==> config.mk <==
export PLATFORM = sky130hd
export DESIGN_NAME = hci_event_response_deframer
export DESIGN_NICKNAME = d
export VERILOG_FILES = /design/src/rtl/hcierd_pkg.sv /design/src/rtl/hcierd_framer.sv /design/src/rtl/hcierd_decode.sv /design/src/rtl/hci_event_response_deframer.sv
export VERILOG_INCLUDE_DIRS = /design/src /design/src/rtl
export SDC_FILE = /design/constraint.sdc
export NUM_CORES = 1
export LEC_CHECK = 0
export ABC_AREA = 1
export BUFFER_PORTS_ARGS = -buffer_cell sky130_fd_sc_hd__buf_2
export CAP_MARGIN = 20
export CORE_MARGIN = 2
export CORE_UTILIZATION = 40
export CTS_CLUSTER_SIZE = 40
export DETAILED_ROUTE_END_ITERATION = 7
export GPL_TIMING_DRIVEN = 0
export SLEW_MARGIN = 10
export SYNTH_ARGS = -nofsm -noshare
export SYNTH_HDL_FRONTEND = slang
export SYNTH_SLANG_ARGS = --single-unit
==> constraint.sdc <==
create_clock -name clk -period 2.6 [get_ports clk]
set_input_delay 0.52 -clock clk [delete_from_list [all_inputs] [get_ports clk]]
set_output_delay 0.52 -clock clk [all_outputs]
set_load 0.05 [all_outputs]
==> src/rtl/hci_event_response_deframer_defines.svh <==
`ifndef HCI_EVENT_RESPONSE_DEFRAMER_DEFINES_SVH
`define HCI_EVENT_RESPONSE_DEFRAMER_DEFINES_SVH

// Same-cycle implication, checked outside reset.
`define HCIERD_ASSERT_NOW(lbl, ante, cons, msg) \
	lbl: assert property (@(posedge clk) disable iff (!arst_n) (ante) |-> (cons)) \
		else $error(msg);

// Next-cycle implication, checked outside reset.
`define HCIERD_ASSERT_NEXT(lbl, ante, cons, msg) \
	lbl: assert property (@(posedge clk) disable iff (!arst_n) (ante) |=> (cons)) \
		else $error(msg);

`endif

==> src/rtl/hcierd_pkg.sv <==
package hcierd_pkg;

	localparam logic [7:0] EVENT_TYPE = 8'h04;

	// Command-complete pattern of a read-version answer, packet bytes 2 to 5
	localparam logic [7:0] VER_PAT0 = 8'h01;
	localparam logic [7:0] VER_PAT1 = 8'h01;
	localparam logic [7:0] VER_PAT2 = 8'h10;
	localparam logic [7:0] VER_PAT3 = 8'h00;

	localparam logic [7:0] IDX_CODE     = 8'd0;
	localparam logic [7:0] IDX_CHECK_LO = 8'd2;
	localparam logic [7:0] IDX_CHECK_HI = 8'd5;
	localparam logic [7:0] IDX_VER_LO   = 8'd12;
	localparam logic [7:0] IDX_VER_HI   = 8'd13;
	localparam logic [7:0] IDX_MAX      = 8'd255;
	localparam logic [7:0] HEADER_LEN   = 8'd2;

	typedef enum logic [1:0] {
		PH_WAIT   = 2'd0,
		PH_HEADER = 2'd1,
		PH_DATA   = 2'd2
	} phase_t;

	typedef enum logic [1:0] {
		KIND_VERSION = 2'd0,
		KIND_ACCEPT  = 2'd1,
		KIND_REJECT  = 2'd2
	} kind_t;

	typedef struct packed {
		logic [7:0]      header_code;
		logic [3:0][7:0] check;
		logic [1:0][7:0] version;
	} snap_t;

	typedef struct packed {
		kind_t       kind;
		logic [7:0]  event_code;
		logic [7:0]  status_code;
		logic [15:0] version_word;
		logic [4:0]  chip_id;
		logic [3:0]  major_version;
		logic [6:0]  minor_version;
	} result_t;

endpackage

==> src/rtl/hcierd_framer.sv <==
module hcierd_framer (
	input  logic                clk,
	input  logic                arst_n,
	input  logic                step,
	input  logic [7:0]          byte_in,
	output logic                done,
	output hcierd_pkg::snap_t   snap
);

	hcierd_pkg::phase_t phase_q, phase_d;
	logic [7:0]         left_q, left_d, left_dec;
	logic [7:0]         idx_q, idx_d;
	hcierd_pkg::snap_t  snap_q, snap_d, snap_k;
	logic               done_c;

	assign left_dec = (left_q != 8'd0) ? left_q - 8'd1 : 8'd0;

	// Store the current byte at its place in the packet
	always_comb begin
		snap_k = snap_q;
		if (idx_q == hcierd_pkg::IDX_CODE) begin
			snap_k.header_code = byte_in;
		end else if (idx_q inside {[hcierd_pkg::IDX_CHECK_LO:hcierd_pkg::IDX_CHECK_HI]}) begin
			snap_k.check[2'(idx_q - hcierd_pkg::IDX_CHECK_LO)] = byte_in;
		end else if (idx_q inside {hcierd_pkg::IDX_VER_LO, hcierd_pkg::IDX_VER_HI}) begin
			snap_k.version[idx_q[0]] = byte_in;
		end
	end

	always_comb begin
		phase_d = phase_q;
		case (phase_q)
			hcierd_pkg::PH_HEADER: begin
				if (idx_q != 8'd0) begin
					phase_d = (byte_in == 8'd0) ? hcierd_pkg::PH_WAIT : hcierd_pkg::PH_DATA;
				end
			end
			hcierd_pkg::PH_DATA: begin
				if (left_dec == 8'd0) begin
					phase_d = hcierd_pkg::PH_WAIT;
				end
			end
			default: begin
				phase_d = (byte_in == hcierd_pkg::EVENT_TYPE) ?
					hcierd_pkg::PH_HEADER : hcierd_pkg::PH_WAIT;
			end
		endcase
	end

	always_comb begin
		left_d = left_q;
		idx_d  = idx_q;
		snap_d = snap_q;
		done_c = 1'b0;
		case (phase_q)
			hcierd_pkg::PH_HEADER: begin
				snap_d = snap_k;
				idx_d  = (idx_q != hcierd_pkg::IDX_MAX) ? idx_q + 8'd1 : idx_q;
				if (idx_q != 8'd0) begin
					left_d = byte_in;
					done_c = (byte_in == 8'd0);
				end
			end
			hcierd_pkg::PH_DATA: begin
				snap_d = snap_k;
				idx_d  = (idx_q != hcierd_pkg::IDX_MAX) ? idx_q + 8'd1 : idx_q;
				left_d = left_dec;
				done_c = (left_dec == 8'd0);
			end
			default: begin
				// Packet start: clear what a short packet would leave unread
				if (byte_in == hcierd_pkg::EVENT_TYPE) begin
					left_d = hcierd_pkg::HEADER_LEN;
					idx_d  = 8'd0;
					snap_d = '0;
				end
			end
		endcase
	end

	always_ff @(posedge clk or negedge arst_n) begin
		if (!arst_n) begin
			phase_q <= hcierd_pkg::PH_WAIT;
			left_q  <= 8'd0;
			idx_q   <= 8'd0;
			snap_q  <= '0;
		end else if (step) begin
			phase_q <= phase_d;
			left_q  <= left_d;
			idx_q   <= idx_d;
			snap_q  <= snap_d;
		end
	end

	assign done = step && done_c;
	assign snap = snap_d;

endmodule

==> src/rtl/hcierd_decode.sv <==
module hcierd_decode (
	input  hcierd_pkg::snap_t   snap,
	output hcierd_pkg::result_t result
);

	logic        is_ver;
	logic [15:0] word;

	assign is_ver = (snap.check[0] == hcierd_pkg::VER_PAT0) &&
	                (snap.check[1] == hcierd_pkg::VER_PAT1) &&
	                (snap.check[2] == hcierd_pkg::VER_PAT2) &&
	                (snap.check[3] == hcierd_pkg::VER_PAT3);
	assign word = {snap.version[1], snap.version[0]};

	always_comb begin
		result             = '0;
		result.event_code  = snap.header_code;
		result.status_code = snap.check[3];
		if (is_ver) begin
			result.kind          = hcierd_pkg::KIND_VERSION;
			result.version_word  = word;
			result.chip_id       = word[14:10];
			result.major_version = {word[15], word[9:7]};
			result.minor_version = word[6:0];
		end else if (snap.check[3] != 8'd0) begin
			result.kind = hcierd_pkg::KIND_REJECT;
		end else begin
			result.kind = hcierd_pkg::KIND_ACCEPT;
		end
	end

endmodule

==> src/rtl/hci_event_response_deframer.sv <==
// After the accept of a packet's last byte, result valid follows through the input register,
// then the result register, when the result register is free.
// Throughput: one byte per cycle unless a held result stalls it; the framer state is registered.
// A result the receiver has not yet taken holds the input register and the framer.
// Reset (arst_n low, asynchronous): waits for a packet type, counters and stored bytes
// cleared, no result pending.
`include "hci_event_response_deframer_defines.svh"

module hci_event_response_deframer (
	input  logic        clk,
	input  logic        arst_n,
	input  logic        rx_valid,
	output logic        rx_ready,
	input  logic [7:0]  rx_byte,
	output logic        rsp_valid,
	input  logic        rsp_ready,
	output logic [1:0]  response_kind,
	output logic [7:0]  event_code,
	output logic [7:0]  status_code,
	output logic [15:0] version_word,
	output logic [4:0]  chip_id,
	output logic [3:0]  major_version,
	output logic [6:0]  minor_version
);

	logic                rx_valid_s1;
	logic [7:0]          rx_byte_s1;
	logic                advance;
	logic                step;
	logic                done;
	hcierd_pkg::snap_t   snap;
	hcierd_pkg::result_t result;
	logic                rsp_valid_q;
	hcierd_pkg::result_t rsp_q;

	assign advance  = !rsp_valid_q || rsp_ready;
	assign step     = rx_valid_s1 && advance;
	assign rx_ready = !rx_valid_s1 || advance;

	always_ff @(posedge clk or negedge arst_n) begin
		if (!arst_n) begin
			rx_valid_s1 <= 1'b0;
		end else if (rx_ready) begin
			rx_valid_s1 <= rx_valid;
		end
	end

	always_ff @(posedge clk) begin
		if (rx_valid && rx_ready) begin
			rx_byte_s1 <= rx_byte;
		end
	end

	hcierd_framer u_framer (
		.clk     (clk),
		.arst_n  (arst_n),
		.step    (step),
		.byte_in (rx_byte_s1),
		.done    (done),
		.snap    (snap)
	);

	hcierd_decode u_decode (
		.snap   (snap),
		.result (result)
	);

	always_ff @(posedge clk or negedge arst_n) begin
		if (!arst_n) begin
			rsp_valid_q <= 1'b0;
		end else if (advance) begin
			rsp_valid_q <= done;
		end
	end

	always_ff @(posedge clk) begin
		if (done) begin
			rsp_q <= result;
		end
	end

	assign rsp_valid     = rsp_valid_q;
	assign response_kind = rsp_q.kind;
	assign event_code    = rsp_q.event_code;
	assign status_code   = rsp_q.status_code;
	assign version_word  = rsp_q.version_word;
	assign chip_id       = rsp_q.chip_id;
	assign major_version = rsp_q.major_version;
	assign minor_version = rsp_q.minor_version;

	`HCIERD_ASSERT_NOW(a_ready_only_blocked_by_s1, !rx_ready,
		rx_valid_s1 && rsp_valid_q, "input stalled without a held item")
	`HCIERD_ASSERT_NOW(a_kind_legal, rsp_valid_q, rsp_q.kind != 2'd3, "unused result kind")
	`HCIERD_ASSERT_NOW(a_chip_from_word,
		rsp_valid_q && rsp_q.kind == hcierd_pkg::KIND_VERSION,
		rsp_q.chip_id == rsp_q.version_word[14:10], "chip id does not match version word")
	`HCIERD_ASSERT_NOW(a_no_word_otherwise,
		rsp_valid_q && rsp_q.kind != hcierd_pkg::KIND_VERSION,
		rsp_q.version_word == 16'd0 && rsp_q.major_version == 4'd0,
		"version fields set on a non-version result")
	`HCIERD_ASSERT_NEXT(a_done_loads_result, done, rsp_valid_q, "finished packet gave no result")

endmodule

==> impl_metrics.json, run 1 <==
{
  "worst_slack_ps": 22.4,
  "clockBufferDepth": 2,
  "cts_tree": "yes",
  "syn-instance-count": 903,
  "ant_nets": 0,
  "die_h_um": 134,
  "area_delta_synth_final_pct": 25.9,
  "outcome": "finished clean",
  "h-tree-depth": 4,
  "critPathMaxFanout": 5,
  "worst-setup-path-type": "flip-flop to flip-flop",
  "syn_nets": 922,
  "route.detailed.drc": 0,
  "vias_per_cell": 5.10,
  "r2r-end": "version_word[15]",
  "antenna_found_initial": 0,
  "syn-cell-area_sq_mm": 0.00680,
  "pwr-share-comb_pct": 18.5,
  "synth_top_area_share_pct": 28.0,
  "tightestPinTransition_ps": 622,
  "final_net_count": 1025,
  "power_density_mw_per_mm2": 678,
  "timing.fmax_mhz": 388,
  "yosysWarningCount": 0,
  "yosysSeqAreaShare_pct": 46.5,
  "dr_total_vias": 6323,
  "avgSynthCellArea_sq_um": 7.53,
  "drive_above_1_share_pct": 22.7,
  "reg2reg_slack_ps": 20,
  "clock_power_share_pct": 44.3,
  "synth_area_leaders": "dfrtp_1 (28%), edfxtp_1 (19%), nand2_1 (15%)",
  "gp_congestion": 0.946,
  "start_util_pct": 41.0,
  "clkTransAtPathRegs_ps": 60,
  "fin_crit_ps": 2580,
  "period_share_pct": 99.1,
  "grt_pass1_wl_mm": 30.3,
  "hold_buffers": 0,
  "yosysUniqueCellTypes": 34,
  "num_io_pins": 64,
  "fill_cells": 1628,
  "drt-initial-drc-count": 552,
  "wl_mm": 19.1,
  "fin_util_pct": 51.6,
  "die_x_um": 134,
  "max-vdd-ir-drop_mv": 0.445,
  "cts_root_buffer": "clkbuf_16",
  "num_rows": 47,
  "gr-total-overflow": 0,
  "fin_area_sq_mm": 0.00855,
  "synth_top_cell_by_area": "dfrtp_1",
  "worst_setup_path_start_kind": "flip-flop",
  "r2r-start": "u_framer.idx_q[1]",
  "n_antenna_cell": 0,
  "dp_hpwl_mm": 13.1,
  "grt_pass1_vias": 5892,
  "power_mw": 5.80,
  "seqPwrFrac_pct": 37.3,
  "pre_cts_ws_ps": -754,
  "drv_cap": 0,
  "grtUsageTotal_pct": 21.8,
  "crit_path_cell_trace": "inv_2, ha_4, nor2_2, nand2_2, nand2_2, nor2_4, clkbuf_16, nand3_1, nand2_1, nand2_1, nand2_1, nand2_1, nor2_1, nand2_2, nor2_4, nand2_4, clkbuf_16, nor2_2",
  "hold_viol_final": 0,
  "finClkSkew_ps": 9.85,
  "post_dp_cell_area_sq_mm": 0.00742,
  "worstHoldPathType": "input pin to async pin",
  "slew_violations": 0,
  "die_area_sq_mm": 0.0180,
  "max-slew-margin-rel_pct": 58.2,
  "ys_ff_latch": 118,
  "cp.arrival_ps": 2870,
  "p_sw_share_pct": 28.6,
  "clk_latency_ps": 430,
  "io_buffers": 63,
  "grt_max_degree": 42,
  "clock_sinks": 118,
  "rsz0062_at_grt": "true",
  "wl_per_cell_um": 15.5,
  "cp_slowest_cell": "dfrtp_1",
  "rr_worst_depth": 18,
  "drtPass1Iterations": 5,
  "max_stage_delay_ps": 400,
  "p_switching_mw": 1.66,
  "critical_path.most_common_cell": "nand2_1",
  "cts_buffers": 17,
  "end_kind": "flip-flop",
  "finalSetupViolations": 0,
  "fin_tns_setup_ps": 0,
  "worstPathRequired_ps": 2890,
  "core_area_sq_mm": 0.0166,
  "p_int_mw": 4.14,
  "leakagePower_nw": 4.21
}
-- cells by family (layout without fill, tap and decap cells) --
kind of cell	count (synthesis)	count (layout)	share of synthesized area, %
compound gates	121	121	9.50
buf+inv	184	300	11.8
simple gates	471	471	30.7
flops	118	118	46.5
xor+xnor	2	2	0.258
fa+ha+maj	7	7	1.29
-- state kept, by name, indices dropped and copies added, names as in the netlist, 8 cells and up --
name and count:
version_word 16, status_code 8, u_framer.snap_q 56, u_framer.left_q 8, u_framer.idx_q 8, rx_byte_s1 8
event_code 8
-- worst max-delay path by stage --
stage / start / end / slack (ps) / depth (start not counted)
2_1_floorplan: rsp_valid / event_code[0] / 170 / 7
3_3_place_gp: rsp_ready / version_word[12] / -680 / 9
3_5_place_dp: rsp_ready / version_word[15] / -750 / 9
4_1_cts: u_framer.idx_q[1] / version_word[12] / 4 / 18
5_1_grt: u_framer.idx_q[1] / version_word[9] / -70 / 19
6_report: u_framer.idx_q[1] / version_word[15] / 20 / 18
-- cells in the final DEF (no fill, tap or decap), drive strengths merged --
master / count
nand2: 272
inv: 134
buf: 114
nand3: 95
o21ai: 79
nor2: 79
dfrtp: 76
edfxtp: 42
clkbuf: 34
o22ai: 26
a21oi: 12
nor3: 12
clkinv: 10
nand4: 8
ha: 7
bufinv: 5
clkinvlp: 3
a31oi: 3
and2: 2
xor2: 2
nor3b: 2
a32oi: 1
or2: 1
-- timing repair --
item	CTS	global route
buffers inserted	5	11
cloned	1	3
gates resized for setup	23	59
setup endpoints to repair	83	83
pin swaps	2	8
-- routing by layer --
layer,vias up,part of all wire (%),GRT usage [%]
li1,3092,-,-
met1,2959,46,30.0
met4,0,2.4,7.89
met2,229,45,33.5
met5,-,0,0
met3,43,6.7,5.44
-- through the flow --
| step | hold WS (ps) | instances |
|---|---|---|
| 2_1_floorplan | 224 | 903 |
| 3_3_place_gp | 477 | 1186 |
| 3_5_place_dp | 482 | 1187 |
| 4_1_cts | 73.3 | 1225 |
| 5_1_grt | 79.6 | 1239 |
| 6_report | 56.6 | 1239 |
-- synth_stat cells --
cell	instances
inv_2	5
a21oi_1	12
nor3b_1	2
buf_2	8
buf_6	4
dfrtp_1	76
nor3_2	1
nand2_1	263
nand2_2	8
o22ai_1	26
edfxtp_1	42
clkinv_1	3
or2_2	1
clkinv_2	1
nor2_1	59
o21ai_0	76
nor3_1	11
buf_4	18
xor2_1	2
ha_1	7
nand2_4	1
o21ai_1	3
nand3_1	90
nand4_1	8
inv_1	128
nor2_2	14
clkbuf_1	12
buf_1	5
a31oi_1	3
nor2_4	5
a32oi_1	1
nor2_8	1
and2_1	2
nand3_2	5
-- power groups by stage --
stage	Sequential, mW	Clock, mW	Combinational, mW
3_3_place_gp	2.19	0	0.883
6_report	2.16	2.57	1.07
4_1_cts	2.16	2.60	0.934
3_5_place_dp	2.19	0	0.901
5_1_grt	2.18	2.70	1.18
2_1_floorplan	2.17	0	0.681
-- worst max-delay path: cells and delay by family, from the launching register on --
family                   cells  cell delay [ps]
buffers and inverters        3              510
flip-flops                   1              400
AND/OR/NAND/NOR             14             1390
adder cells (fa/ha/maj)      1              160
-- cell type report --
cell class | count | area, sq um | share of cell area [%]
repair inverters | 1 | 7.51 | 0.0878
well taps | 220 | 275 | 3.22
plain buffers | 47 | 339 | 3.96
clock buffers | 18 | 429 | 5.02
repair buffers | 83 | 583 | 6.82
multi-input cells | 601 | 3030 | 35.4
clock inverters | 14 | 206 | 2.41
inverters | 137 | 519 | 6.07
flip-flops and latches | 118 | 3160 | 37.0
(Power assumes the default switching activity.)
==> inputs of run 2 (changes only) <==
--- a/config.mk
+++ b/config.mk
@@ -6,7 +6,6 @@
 export SDC_FILE = /design/constraint.sdc
 export NUM_CORES = 1
 export LEC_CHECK = 0
-export ABC_AREA = 1
 export BUFFER_PORTS_ARGS = -buffer_cell sky130_fd_sc_hd__buf_2
 export CAP_MARGIN = 20
 export CORE_MARGIN = 2
==> run 2 against run 1 <==
- the flow now finishes with violations (setup timing)
- non-clock buffer count up 43
- critical path depth down 11
- clock skew down 4.3 ps
- register-to-register slack worse by 210 ps
- flip-flop and latch count unchanged
==> impl_metrics.json, run 2 <==
{
  "final_net_count": 792,
  "drt-initial-drc-count": 630,
  "synthTopCellsByCount": "nand2_1 (128), dfrtp_1 (76), o21ai_0 (65), edfxtp_1 (42), a22oi_1 (37)",
  "dr_total_vias": 5681,
  "fin_tns_setup_ps": -2540,
  "die_h_um": 129,
  "synth_area_leaders": "dfrtp_1 (31%), edfxtp_1 (20%), nand2_1 (7.7%)",
  "top_register": "u_framer.snap_q",
  "drv_cap": 0,
  "hold_viol_final": 0,
  "cts_tree": "yes",
  "die_x_um": 129,
  "num_rows": 45,
  "clock_power_share_pct": 44.1,
  "synth_compound_area_share_pct": 18.4,
  "yosysUniqueCellTypes": 62,
  "yosysWarningCount": 0,
  "finalSetupViolations": 17,
  "worst-path-buf-inv": 1,
  "route.detailed.drc": 0,
  "vias_per_cell": 5.83,
  "clock_sinks": 118,
  "max-vdd-ir-drop_mv": 0.449,
  "topRoutingLayerUsed": "met4",
  "yosysSeqAreaShare_pct": 50.7,
  "tightestPinTransition_ps": 941,
  "seqPwrFrac_pct": 37.8,
  "synth_fa_ha_area_share_pct": 1.41,
  "fin_crit_ps": 2780,
  "slew_violations": 0,
  "r2r-end": "version_word[7]",
  "drive_above_1_share_pct": 31.4,
  "grtUsageTotal_pct": 23.1,
  "grt_max_degree": 55,
  "ys_ff_latch": 118,
  "crit_path_cell_trace": "or4_4, or3_4, o311ai_4, and4_4, nand4_4, buf_12, a2111oi_4",
  "p_int_mw": 4.07,
  "wl_mm": 19.2,
  "largest_reg_flops": 56,
  "syn-instance-count": 636,
  "outcome": "finished, violations left",
  "r2r-start": "u_framer.idx_q[5]",
  "rr_worst_depth": 7,
  "cts_buffers": 17,
  "drt-met1-wl_mm": 8.38,
  "io_buffers": 63,
  "worst_setup_path_start_kind": "flip-flop",
  "grt_pass1_vias": 5280,
  "area_delta_synth_final_pct": 37.0,
  "cp_slowest_cell": "or4_4",
  "max-slew-margin-rel_pct": 37.2,
  "synth_edf_count": 42,
  "clk_latency_ps": 430,
  "num_io_pins": 64,
  "synth-simple-area-share_pct": 18.6,
  "final_common_cell": "nand2_1",
  "wl_per_cell_um": 19.7,
  "p_switching_mw": 1.66,
  "die_area_sq_mm": 0.0166,
  "syn_nets": 655,
  "min_path_cells": 1,
  "grt_pass1_wl_mm": 29.0,
  "worstHoldStart": "rx_byte[4]",
  "ant_nets": 0,
  "antenna_found_initial": 0,
  "synth_flop_cell": "dfrtp_1",
  "syn-cell-area_sq_mm": 0.00623,
  "core_area_sq_mm": 0.0152,
  "synth_top_cell_by_area": "dfrtp_1",
  "leakagePower_nw": 3.47,
  "gr-total-overflow": 0,
  "cp.arrival_ps": 3010,
  "start_util_pct": 41.0,
  "synth_mux_area_share_pct": 4.28,
  "worstPathRequired_ps": 2830,
  "layout_common_cells": "nand2_1 (127), dfrtp_1 (71), buf_4 (67), buf_2 (63), o21ai_0 (63)",
  "worstHoldEndpoint": "rx_byte_s1[4]",
  "worstHoldPathType": "input pin to flip-flop",
  "finClkSkew_ps": 5.60,
  "dp_hpwl_mm": 11.9,
  "fin_util_pct": 56.2,
  "clkTransAtPathRegs_ps": 60,
  "period_share_pct": 107,
  "avgSynthCellArea_sq_um": 9.80,
  "synth_top_area_share_pct": 30.5,
  "cts_root_buffer": "clkbuf_16",
  "synth_xor_area_share_pct": 0.843,
  "route.met2.wl_mm": 9.02,
  "h-tree-depth": 4,
  "synthArstFlopShare_pct": 64.4,
  "wl_met3_mm": 1.31,
  "synth_top_family_by_area": "simple AND/OR/NAND/NOR gates",
  "gp_congestion": 0.911,
  "rsz0062_at_grt": "true",
  "pwr-share-comb_pct": 18.1,
  "reg2reg_slack_ps": -180,
  "worst_slack_ps": -183,
  "critPathMaxFanout": 5,
  "clockBufferDepth": 2,
  "end_kind": "flip-flop",
  "synth.most_common_cell": "nand2_1",
  "p_sw_share_pct": 29.0,
  "n_antenna_cell": 0,
  "power_density_mw_per_mm2": 672,
  "max_stage_delay_ps": 560,
  "timing.fmax_mhz": 359,
  "crit_family": "simple AND/OR/NAND/NOR gates",
  "worst-setup-path-type": "flip-flop to flip-flop",
  "violations": "setup timing",
  "drtPass1Iterations": 5
}
run 2: worst max path at each step:
stage,startpoint,endpoint,slack [ps],depth (start not counted)
3_3_place_gp,rx_byte_s1[0],version_word[15],-760,7
5_1_grt,u_framer.idx_q[6],version_word[11],-270,7
6_report,u_framer.idx_q[5],version_word[7],-180,7
3_5_place_dp,rx_byte_s1[0],version_word[2],-830,6
2_1_floorplan,u_framer.idx_q[0],response_kind[0],-140,9
4_1_cts,u_framer.idx_q[5],event_code[7],-180,5
run 2: final cells by class:
cell class                      instances  area [sq um]
Multi-Input combinational cell        445          3290
Timing Repair Buffer                  122           845
Fill cell                            1289          6670
Buffer                                 51           297
Clock buffer                           17           425
Clock inverter                         15           201
Sequential cell                       118          3170
Inverter                               18          70.1
Tap cell                              188           235
run 2: power by group through the flow:
stage / sequential (mW) / clock [mW] / combinational [mW]
3_5_place_dp: 2.19 / 0 / 0.744
5_1_grt: 2.18 / 2.63 / 1.12
6_report: 2.17 / 2.53 / 1.04
4_1_cts: 2.16 / 2.55 / 0.908
2_1_floorplan: 2.15 / 0 / 0.548
3_3_place_gp: 2.19 / 0 / 0.719
run 2: through the flow:
step           total power [mW]  worst slack, ps  instances  hold slack [ps]  instance area [sq um]
3_3_place_gp               2.90             -757        887              452                   6880
2_1_floorplan              2.70             -137        636              224                   6320
6_report                   5.74             -183        974              263                   8540
5_1_grt                    5.94             -269        974              251                   8540
4_1_cts                    5.62             -181        960              253                   8210
3_5_place_dp               2.93             -833        890              449                   6940
run 2: what timing repair did:
action | CTS | global route
buffers inserted | 37 | 16
pin swaps | 16 | 14
setup endpoints to repair | 124 | 101
resized for setup | 67 | 38
cloned | 3 | 0
hold endpoints to repair | 2 | 0
hold buffers | 1 | 0
run 2: worst register-to-register path, cell delays in order, from the launching register on:
cell and delay [ps]:
dfrtp_2 420, or4_4 560, or3_4 400, o311ai_4 250
and4_4 280, nand4_4 170, buf_12 200, a2111oi_4 290
run 2: per-layer routing:
| layer | up-vias | track usage [%] |
|---|---|---|
| met5 | - | 0 |
| met4 | 0 | 9.08 |
| met3 | 37 | 4.91 |
| met2 | 280 | 36.7 |
| met1 | 2762 | 31.2 |
| li1 | 2602 | - |
run 2: logic make-up after synthesis:
group,count (synthesis)
buffers and inverters,74
multiplexers,26
AND/OR/NAND/NOR,245
adder cells (fa/ha/maj),7
XOR/XNOR,6
AO/OA/AOI/OAI,160
flip-flops,118
